**config.mk**
```make
export PLATFORM = sky130hd
export DESIGN_NAME = lpd5_out_fifo
export DESIGN_NICKNAME = d
export VERILOG_FILES = /design/src/rtl/lpd5_pkg.sv /design/src/rtl/lpd5_out_fifo.sv
export SDC_FILE = /design/constraint.sdc
export NUM_CORES = 1
export LEC_CHECK = 0
export BUFFER_PORTS_ARGS = -buffer_cell sky130_fd_sc_hd__buf_2
export CAP_MARGIN = 0
export CORE_ASPECT_RATIO = 0.6
export CORE_MARGIN = 2
export CORE_UTILIZATION = 56
export CTS_CLUSTER_DIAMETER = 80
export DETAILED_ROUTE_END_ITERATION = 8
export PLACE_DENSITY_LB_ADDON = 0.15
export REMOVE_ABC_BUFFERS = 1
export SETUP_SLACK_MARGIN = 0.05
export SLEW_MARGIN = 20
export SYNTH_ARGS = -nofsm -noshare
export SYNTH_HDL_FRONTEND = slang
export SYNTH_SLANG_ARGS = --single-unit
```
**constraint.sdc**
```tcl
create_clock -name i_clk -period 2.5 [get_ports i_clk]
set_input_delay 0.25 -clock i_clk [delete_from_list [all_inputs] [get_ports i_clk]]
set_output_delay 0.25 -clock i_clk [all_outputs]
set_load 0.05 [all_outputs]
```
**src/rtl/lpd5_pkg.sv**
```systemverilog
// ============================================================================
// lpd5_pkg
// Shared constants and types for the 5x5 local peak detector.
// ============================================================================
package lpd5_pkg;

    localparam int MAX_WIDTH_DEF  = 1024;
    localparam int PIXEL_BITS_DEF = 32;
    localparam int MAX_HEIGHT     = 4096;
    localparam int ROW_W          = 12;
    localparam int X_W            = 10;
    localparam int Y_W            = 12;
    localparam int IN_W           = 32;
    localparam int OUT_TDATA_W    = 24;
    localparam int WIN            = 5;
    localparam int LINES          = 4;
    localparam int MIN_MARGIN     = 2;
    localparam int FIFO_DEPTH     = 4;

    localparam logic [31:0] THR_RESET    = 32'd0;
    localparam logic [10:0] WIDTH_RESET  = 11'd1024;
    localparam logic [12:0] HEIGHT_RESET = 13'd1024;
    localparam logic [8:0]  MARGIN_RESET = 9'd30;

    typedef enum logic [1:0] {
        CFG_THRESHOLD_LOW = 2'd0,
        CFG_FRAME_WIDTH   = 2'd1,
        CFG_FRAME_HEIGHT  = 2'd2,
        CFG_BORDER_MARGIN = 2'd3
    } t_cfg_index;

    typedef struct packed {
        logic           valid;
        logic           emit;
        logic [X_W-1:0] center_x;
        logic [Y_W-1:0] center_y;
    } t_ctl;

    typedef struct packed {
        logic           is_peak;
        logic [Y_W-1:0] center_y;
        logic [X_W-1:0] center_x;
    } t_result;

endpackage

```
**src/rtl/lpd5_out_fifo.sv**
```systemverilog
// ============================================================================
// lpd5_out_fifo
// Small result queue that decouples the fixed-latency pipeline from the
// output handshake.
// ============================================================================
module lpd5_out_fifo #(
    parameter int DATA_W = lpd5_pkg::OUT_TDATA_W,
    parameter int DEPTH  = lpd5_pkg::FIFO_DEPTH
) (
    input  logic                       i_clk,
    input  logic                       i_rst_n,
    input  logic                       i_push,
    input  logic [DATA_W-1:0]          i_data,
    input  logic                       i_pop_ready,
    output logic                       o_valid,
    output logic [DATA_W-1:0]          o_data,
    output logic [$clog2(DEPTH+1)-1:0] o_count
);

    localparam int PTR_W = $clog2(DEPTH);
    localparam int CNT_W = $clog2(DEPTH + 1);

    logic [DATA_W-1:0] r_mem [DEPTH];
    logic [PTR_W-1:0]  r_wr_ptr;
    logic [PTR_W-1:0]  r_rd_ptr;
    logic [CNT_W-1:0]  r_count;
    logic [CNT_W-1:0]  n_count;
    logic              pop;

    assign pop = i_pop_ready && (r_count != '0);

    always_comb begin
        n_count = r_count;
        if (i_push && !pop) begin
            n_count = r_count + CNT_W'(1);
        end else if (!i_push && pop) begin
            n_count = r_count - CNT_W'(1);
        end
    end

    always_ff @(posedge i_clk) begin
        if (i_push) begin
            r_mem[r_wr_ptr] <= i_data;
        end
    end

    always_ff @(posedge i_clk) begin
        if (!i_rst_n) begin
            r_wr_ptr <= '0;
            r_rd_ptr <= '0;
            r_count  <= '0;
        end else begin
            if (i_push) begin
                r_wr_ptr <= (r_wr_ptr == PTR_W'(DEPTH - 1)) ? '0 : r_wr_ptr + PTR_W'(1);
            end
            if (pop) begin
                r_rd_ptr <= (r_rd_ptr == PTR_W'(DEPTH - 1)) ? '0 : r_rd_ptr + PTR_W'(1);
            end
            r_count <= n_count;
        end
    end

    assign o_valid = (r_count != '0);
    assign o_data  = r_mem[r_rd_ptr];
    assign o_count = r_count;

endmodule

```
==> metrics.md <==
| Metric | Value |
|---|---|
| CP Data Arrival Time | 1.90 ns |
| CP required | around 2.3 ns |
| Clock share of power | 28.2% |
| CTS Buf Count | 9 |
| PwrDens | about 1100 mW/mm² |
| Final HPWL DP | 4.055 mm |
| Crit-path max FO | 16 |
| Final slew viol count | 0 |
| Area grow syn2layout | 17.40% |
| Slowest cell on the critical path | mux4_1 |
| CORE AREA | approximately 0.0068 mm² |
| Hold-fix buffers at CTS | 0 |
| Via count | 1823 |
| R2r worst-path depth | 7 |
| P_int | roughly 3.3 mW |
| Sw Share | 33.05% |
| Sw power | 1.623 mW |
| Slowest stage delay, CP | 0.56 ns |
| Clock net sink count | 105 |
| Synthesized area | a little under 0.004 mm² |
| Fmax | about 470 MHz |
| Fillers | 418 |
| Worst slew pin tran | 0.4399 ns |
| Synth top area cells | edfxtp_1 (73%), mux4_2 (11%), dfxtp_1 (4.6%) |
| Min Clock Period, post-route | approximately 2.1 ns |
| Aggregate negative setup slack | 0 ns |
| Synth cell types | 23 |
| ANT cells | 0 |
| Crit Path Class | reg -> out |
| CTS tree | built |
| Sequential share of the synthesized area | 77.44% |
| Drt first pass iters | 4 |
| Pre-CTS setup slack | 0.3989 ns |
| Yosys synthesis warning count | 0 |
| Synth top area share | between 70% and 80% |
| Register area | a little over 0.003 mm² |
| Layout net count | ~270 |
| Clk slew on worst S/H paths | ~0.070 ns |
| Bufs and invs on worst path | 2 |
| Buffers on Ports | 55 |
| CTS max path bufs | 2 |
| Cell family with most CP delay | multiplexers |
| Setup Skew | 0.006312 ns |
| Peak VDD IR | between 0.5 and 0.6 mV |
| Mean Syn Cell Area | roughly 23 µm² |
| Placement Rows | 23 |
| Share of power burned in registers | 43.3% |
| Htree depth | 3 |
| CP Depth | 3 |
| RSZ-0062 raised after global routing | no |
| Vias in the first global route | 1946 |
| First-pass GRT wire length | 10.12 mm |
| Remaining Overflow, GRT | 0 |
| Crit path cell chain | buf_12, mux4_1, buf_2 |
| Die area | 0.007773 mm² |
| Placer Congestion | 0.7062 |
| Residual DRC | 0 |
| Number of synthesized register bits | 105 |
| Largest net degree at the start of global routing | 25 |
| Postcts setup bufs | 0 |
| Hold-critical path depth | 1 |
| Cells after Synth | 171 |
| Die Wd | ~110 µm |
| Yosys top cell by area | edfxtp_1 |
| Routed Antenna Nets | 0 |
| Final core occ | 68.66% |
| Footprint of the multi-input gates | 815.8 µm² |
| First DRT Iteration DRCs | 81 |
| Overall global routing resource usage | 17.90% |
| Critical Path Sink Type | output pin |
| Final setup viols | 0 |
| Drt wl/cell | roughly 19 µm |
| I/O pins | 56 |
| Share of power burned in combinational logic | approximately 28% |
| Clock Latency Late Sink | 0.34 ns |
| Final Worst Setup Slack | 0.3530 ns |
| Routed WL | between 6 and 7 mm |
| Max cap viols | 0 |
| Worst setup SP type | flop |
| Die height | 69.10 µm |
| Initial core utilization | between 50% and 60% |
| Max-slew headroom | between 70% and 80% |
| Post-CTS Resized | 0 |
| Hold Fails Final Rpt | 0 |
| Initial antenna violation count | 0 |
| Status | finished clean |
| Layout cells sized above 1 | between 40% and 50% |
| Vias per inst | 5.524 |
| CTS Root Cell | clkbuf_16 |
| HP Class | in -> reg |
| Tcrit/Tclk final | 85.88% |
| Lkg Pwr | ~1.6 nW |
==> worst reg2reg max path, cell delays in order (launching register included) <==
cell      delay (ns)
dfxtp_1         0.37
o31ai_1         0.35
ha_1            0.25
inv_1           0.06
fa_1            0.37
xor2_1          0.16
or3_1           0.30
a21boi_0        0.16
==> final timing paths <==
check                 end   startpoint  slack [ns]
max             o_data[8]         flop        0.35
min reg2reg          flop  r_rd_ptr[0]        0.53
max reg2reg    o_count[2]   o_count[0]        0.42
min          r_mem[2][23]   i_data[23]        0.12
==> cell usage after synthesis, drive strengths merged <==
master,count
nand3,2
o21ai,3
mux4,24
or3,2
clkbuf,1
fa,1
nor2b,3
inv,3
buf,5
a21boi,1
edfxtp,96
nand2,2
dfxtp,9
ha,6
and2,5
xnor2,1
mux2i,3
xor2,1
o31ai,1
nor2,2
==> layout make-up <==
type | instances | area share, %
sequential | 105 | 65.99
multi-input combinational | 57 | 17.57
inverter | 3 | 0.2425
timing repair buffer | 62 | 7.330
tap | 87 | 2.344
clock buffer | 9 | 4.850
clock inverter | 7 | 1.671
==> per-layer routing <==
| layer | global-route usage [%] | wire length, µm |
|---|---|---|
| met1 | 22.61 | 2802 |
| met2 | 29.59 | 3130 |
| met3 | 6.245 | 316 |
| met4 | 5.691 | 75 |
| met5 | 0 | 0 |
==> layout by cell type (no fill, tap or decap), types with 3 or more instances in the layout <==
master     synthesis  layout
mux4_2            20      20
buf_2              2      55
mux4_1             4       4
buf_4              0       6
mux2i_1            3       3
edfxtp_1          96      96
nor2b_1            3       3
dfxtp_1            9       8
clkbuf_16          0       9
inv_1              3       3
ha_1               6       6
o21ai_0            3       3
and2_1             5       5
==> per-stage QoR <==
stage | instance area [µm²] | hold slack (ns) | total power [mW] | cells
detailed placement | 4340 | 0.4682 | 3.580 | 314
global route | 4643 | 0.1211 | 5.107 | 330
floorplan | 3890 | 0.3489 | 3.226 | 165
global placement | 4340 | 0.4587 | 3.546 | 314
CTS | 4643 | 0.1146 | 4.961 | 330
finish | 4643 | 0.1228 | 4.910 | 330
==> cell families after synthesis <==
| kind of cell | Yosys count | share of synthesized area, % |
|---|---|---|
| simple gates | 16 | 2.215 |
| mux | 27 | 14.81 |
| fa+ha+maj | 7 | 2.404 |
| xor+xnor | 2 | 0.4430 |
| flops | 105 | 77.44 |
| buf+inv | 9 | 1.930 |
| compound gates | 5 | 0.7593 |
==> registers in the layout (all words and copies together), names as in the netlist, named ones only <==
register  cells
r_mem        96
o_count       3
r_rd_ptr      2
r_wr_ptr      2
==> power groups by stage <==
stage          Clock (mW)  Combinational [mW]  Sequential [mW]
3_3_place_gp            0                1.39             2.16
2_1_floorplan           0               0.977             2.25
6_report             1.38                1.40             2.13
5_1_grt              1.49                1.47             2.15
4_1_cts              1.41                1.42             2.13
3_5_place_dp            0                1.41             2.17
(Power assumes the default switching activity.)
