`config.mk`:
```
export PLATFORM = sky130hd
export DESIGN_NAME = lpd5_window
export DESIGN_NICKNAME = d
export VERILOG_FILES = /design/src/rtl/lpd5_pkg.sv /design/src/rtl/lpd5_window.sv
export SDC_FILE = /design/constraint.sdc
export NUM_CORES = 1
export LEC_CHECK = 0
export BUFFER_PORTS_ARGS = -buffer_cell sky130_fd_sc_hd__buf_2
export CAP_MARGIN = 20
export CORE_MARGIN = 1.5
export CORE_UTILIZATION = 57
export CTS_CLUSTER_DIAMETER = 120
export DETAILED_ROUTE_END_ITERATION = 10
export GPL_TIMING_DRIVEN = 1
export PLACE_DENSITY = 0.82
export SKIP_LAST_GASP = 1
export SYNTH_ARGS = -nofsm -noshare
export SYNTH_HDL_FRONTEND = slang
export SYNTH_SLANG_ARGS = --single-unit
```
`constraint.sdc`:
```
create_clock -name i_clk -period 4.5 [get_ports i_clk]
set_input_delay 0.675 -clock i_clk [delete_from_list [all_inputs] [get_ports i_clk]]
set_output_delay 0.675 -clock i_clk [all_outputs]
set_load 0.01 [all_outputs]
```
`src/rtl/lpd5_pkg.sv`:
```
// ============================================================================
// lpd5_pkg
// Shared constants and types for the 5x5 local peak detector.
// ============================================================================
package lpd5_pkg;

    localparam int MAX_WIDTH_DEF  = 1024;
    localparam int PIXEL_BITS_DEF = 32;
    localparam int MAX_HEIGHT     = 4096;
    localparam int ROW_W          = 12;
    localparam int X_W            = 10;
    localparam int Y_W            = 12;
    localparam int IN_W           = 32;
    localparam int OUT_TDATA_W    = 24;
    localparam int WIN            = 5;
    localparam int LINES          = 4;
    localparam int MIN_MARGIN     = 2;
    localparam int FIFO_DEPTH     = 4;

    localparam logic [31:0] THR_RESET    = 32'd0;
    localparam logic [10:0] WIDTH_RESET  = 11'd1024;
    localparam logic [12:0] HEIGHT_RESET = 13'd1024;
    localparam logic [8:0]  MARGIN_RESET = 9'd30;

    typedef enum logic [1:0] {
        CFG_THRESHOLD_LOW = 2'd0,
        CFG_FRAME_WIDTH   = 2'd1,
        CFG_FRAME_HEIGHT  = 2'd2,
        CFG_BORDER_MARGIN = 2'd3
    } t_cfg_index;

    typedef struct packed {
        logic           valid;
        logic           emit;
        logic [X_W-1:0] center_x;
        logic [Y_W-1:0] center_y;
    } t_ctl;

    typedef struct packed {
        logic           is_peak;
        logic [Y_W-1:0] center_y;
        logic [X_W-1:0] center_x;
    } t_result;

endpackage

```
`src/rtl/lpd5_window.sv`:
```
// ============================================================================
// lpd5_window
// 5x5 window of samples shifted one column per pixel, followed by the
// strict local-maximum and threshold test on the window centre.
// ============================================================================
module lpd5_window #(
    parameter int PIXEL_BITS = lpd5_pkg::PIXEL_BITS_DEF
) (
    input  logic                                    i_clk,
    input  logic                                    i_rst_n,
    input  lpd5_pkg::t_ctl                          i_ctl,
    input  logic [lpd5_pkg::WIN*PIXEL_BITS-1:0]     i_column,
    input  logic signed [PIXEL_BITS-1:0]            i_threshold,
    output logic                                    o_valid,
    output logic                                    o_push,
    output lpd5_pkg::t_result                       o_result
);

    localparam int WIN = lpd5_pkg::WIN;
    localparam int MID = WIN / 2;

    logic signed [PIXEL_BITS-1:0] r_win [WIN][WIN];
    lpd5_pkg::t_ctl               r_ctl;
    logic                         lower_all;
    logic signed [PIXEL_BITS-1:0] centre;

    always_ff @(posedge i_clk) begin
        if (i_ctl.valid) begin
            for (int r = 0; r < WIN; r++) begin
                for (int c = 0; c < WIN - 1; c++) begin
                    r_win[r][c] <= r_win[r][c+1];
                end
                r_win[r][WIN-1] <= i_column[r*PIXEL_BITS +: PIXEL_BITS];
            end
        end
    end

    always_ff @(posedge i_clk) begin
        if (!i_rst_n) begin
            r_ctl.valid <= 1'b0;
        end else begin
            r_ctl.valid <= i_ctl.valid;
        end
        r_ctl.emit     <= i_ctl.emit;
        r_ctl.center_x <= i_ctl.center_x;
        r_ctl.center_y <= i_ctl.center_y;
    end

    assign centre = r_win[MID][MID];

    always_comb begin
        lower_all = 1'b1;
        for (int r = 0; r < WIN; r++) begin
            for (int c = 0; c < WIN; c++) begin
                if ((r != MID || c != MID) && r_win[r][c] >= centre) begin
                    lower_all = 1'b0;
                end
            end
        end
    end

    assign o_valid           = r_ctl.valid;
    assign o_push            = r_ctl.valid && r_ctl.emit;
    assign o_result.is_peak  = lower_all && (centre > i_threshold);
    assign o_result.center_x = r_ctl.center_x;
    assign o_result.center_y = r_ctl.center_y;

endmodule

```
==> impl_metrics.py <==
metrics = {
    "outcome": {
        "status": "finished with violations",
        "violations": "setup timing",
    },
    "worst_setup_path": {
        "crit_path_max_incr_delay_ns": 0.46,
        "critPathLaunch": "r_win[2][81]",
        "end_kind": "output pin",
        "cp_cell_sequence": "clkinvlp_4 > buf_4 > ha_1 > nand4_1 > nor4_1 > and3_1 > a311oi_1 > and3_1 > nand4_1 > nor4_1 > o2111ai_1 > nor4_4 > buf_2",
        "cp.arrival_ns": 4.68,
        "reg2regPathDepth": 1,
        "path_buf_inv": 3,
        "cpLargestDelayFamily": "simple AND/OR/NAND/NOR gates",
        "critical_path.endpoint": "o_result[22]",
        "crit_type": "flip-flop to output pin",
        "regToRegStartpoint": "r_win[2][64]",
        "worstReg2RegEnd": "r_win[2][96]",
        "slowest_stage": "nor4_1",
        "r2r_slack_ns": 3.31,
        "critPathRequiredTime_ns": 3.83,
        "cp.depth": 13,
        "start_kind": "flip-flop",
        "cp_max_fo": 9,
    },
    "clocking": {
        "clock_latency_ns": 0.64,
        "htreeDepth": 3,
        "cts_tree": "done",
        "cts-root-buf": "clkbuf_16",
        "cts_hold_buf": 0,
        "cts.sinks": 824,
        "cts_buffers": 87,
        "clk_pin_slew_ns": 0.06,
        "ctsLongestPathBuffers": 3,
    },
    "die": {
        "num_rows": 99,
        "coreArea_um2": 73000,
        "ioPinCount": 243,
        "die-height_um": 275,
        "die-area_um2": 75500,
        "die_width_um": 275,
        "start_util": 0.577,
    },
    "sta": {
        "timing.final.ws_setup_ns": -0.850,
        "fin_skew_ns": 0.0171,
        "fin_crit_sh": 1.19,
        "hold_viol": 0,
        "rsz0062_at_grt": "true",
        "fmax_ghz": 0.187,
        "finalSetupViolations": 1,
        "min_period_ns": 5.35,
        "hold-worst-slack_ns": 0.129,
        "max_slew_margin": 0.276,
        "fin_tns_setup_ns": -0.850,
        "tightestPinTransition_ns": 1.08,
        "report.final.slew_viol_count": 0,
    },
    "flow_run": {
        "maxCapViolations": 0,
    },
    "finish": {
        "final_cell_mix": "edfxtp_1 (800), ha_1 (797), a21oi_1 (288), buf_2 (243), nand4_1 (163)",
        "final_common_cell": "edfxtp_1",
        "nNetsFinal": 4414,
        "area_growth_pct": 16.1,
        "fin_cells": 4427,
        "drive_above_1_share": 0.160,
        "post-route-util": 0.670,
    },
    "synthesis": {
        "synth_area_um2": 42100,
        "async_flop_share": 0,
        "yosysWarnings": 0,
        "syn_inst": 2960,
        "ys_seq_elements": 824,
        "ys.flop_type": "edfxtp_1",
        "synthSimpleGateAreaFrac": 0.0729,
        "synthTopCellsByArea": "edfxtp_1 (57%), ha_1 (24%), a21oi_1 (3.4%)",
        "synth_fa_ha_area_frac": 0.238,
        "synth_edf_count": 800,
        "synthMuxAreaShare": 0.00149,
        "synth_xor_area_frac": 0,
        "synth_top_family_by_area": "adder cells",
        "synth_fp_nets": 3978,
        "avgSynthCellArea_um2": 14.2,
        "ys_types": 61,
        "synth_top_cell_by_area": "edfxtp_1",
        "synth-compound-area-share": 0.0923,
        "synth_top_area_frac": 0.571,
        "ys_seq_area_frac": 0.582,
    },
    "power_and_ir_drop": {
        "p_per_area_nw_per_um2": 395,
        "max-vdd-ir-drop_mv": 0.324,
        "leakagePower_nw": 20.3,
        "total_power_mw": 19.3,
        "pwr-share-seq": 0.484,
        "p_sw_frac": 0.248,
        "internal-power_mw": 14.5,
        "switchingPower_mw": 4.79,
        "clockPowerShare": 0.389,
        "combPwrFrac": 0.127,
    },
    "drt": {
        "post_drt_wl_per_cell_um": 24.0,
        "drt-initial-drc-count": 2648,
        "drc": 0,
        "wl_um": 106000,
        "drt.antenna.violating_nets": 0,
        "vias": 27900,
        "via_per_inst": 6.30,
        "drt_pre_antenna_iters": 8,
    },
    "global_route": {
        "track_usage": 0.280,
        "antenna_found_initial": 0,
        "grt_pass1_wl_um": 159000,
        "grt_max_degree": 129,
        "grt-ovfl-total": 0,
        "grt_pass1_vias": 28900,
    },
    "place": {
        "placed_cells": 4245,
        "port_buffers": 242,
        "place_hpwl_um": 78200,
        "gp_congestion": 0.961,
    },
    "worst_hold_path": {
        "hold_path_class": "input pin to flip-flop",
    },
}
per-stage QoR:
stage	instance area (um2)	worst slack (ns)
after floorplan	42100	0.551
after global placement	45400	-0.403
after detailed placement	45400	-0.389
after CTS	48700	-0.624
after global routing	48800	-0.907
final	48800	-0.850
synthesized netlist by cell type, types with 4 or more instances:
cell / number
edfxtp_1: 800
ha_1: 800
a21oi_1: 289
nand4_1: 163
nand2_1: 139
inv_1: 102
a21o_1: 93
o21ai_0: 77
nand3_1: 73
nor2_1: 64
nor2b_1: 34
a211oi_1: 31
nor4_1: 29
nor3_1: 26
a2111oi_0: 25
dfxtp_1: 24
buf_4: 22
o211ai_1: 20
a221oi_1: 15
and4_1: 14
nand2b_1: 12
o31ai_1: 8
or4_1: 7
a211o_1: 5
a21boi_0: 5
and3_1: 5
nor3b_1: 5
o22ai_1: 5
a221o_1: 4
mux2i_1: 4
o2111ai_1: 4
o21a_1: 4
o21bai_1: 4
o41ai_1: 4
cell families after synthesis:
family / Yosys count
DFF: 824
adders and majority gates: 800
AOI/OAI and AO/OA: 625
and+or+nand+nor: 581
buffers and inverters: 124
muxes: 6
worst min-delay path by stage:
| stage | to | from | slack (ns) | depth (start not counted) |
|---|---|---|---|---|
| 3_3_place_gp | r_win[0][128] | r_win[0][96] | 0.43 | 0 |
| 2_1_floorplan | r_win[0][128] | r_win[0][96] | 0.43 | 0 |
| 3_5_place_dp | r_win[0][96] | r_win[0][64] | 0.44 | 0 |
| 4_1_cts | o_result[0] | i_ctl[12] | 0.1 | 1 |
| 6_report | o_result[16] | i_ctl[6] | 0.13 | 1 |
| 5_1_grt | o_result[16] | i_ctl[6] | 0.12 | 1 |
metal layers:
| metal | vias up | GRT usage | routed length, um |
|---|---|---|---|
| met5 | - | 0 | 0 |
| met4 | 0 | 0.169 | 6350 |
| met3 | 310 | 0.0453 | 7910 |
| met2 | 1186 | 0.469 | 51000 |
| met1 | 13600 | 0.343 | 41100 |
| li1 | 12800 | - | - |
power by group through the flow:
| stage | clock, mW | combinational [mW] | sequential, mW |
|---|---|---|---|
| after floorplan | 0 | 1.37 | 9.32 |
| after global placement | 0 | 2.20 | 9.46 |
| after detailed placement | 0 | 2.32 | 9.48 |
| after CTS | 7.59 | 2.40 | 9.33 |
| after global routing | 7.87 | 2.74 | 9.37 |
| final | 7.50 | 2.45 | 9.34 |
state kept, by name, summed over array words and instances (netlist names):
| register | count |
|---|---|
| o_result | 22 |
| o_valid | 1 |
| r_ctl | 1 |
| r_win | 800 |
timing repair:
item | in CTS | in global routing
setup buffers | 10 | 6
resized for setup | 40 | 26
cloned | 2 | 2
pin swaps | 3 | 12
endpoints found under the setup margin | 1 | 1
layout make-up:
cell class | instances | area [um2]
repair buffers | 368 | 2550
fillers | 4915 | 24100
inverters | 102 | 402
repair inverters | 1 | 7.51
well taps | 959 | 1200
clock buffers | 103 | 2280
clock inverters | 57 | 679
diodes | 1 | 2.50
flip-flops and latches | 824 | 24500
multi-input cells | 2012 | 17200
Power figures use the tool's default switching activity.
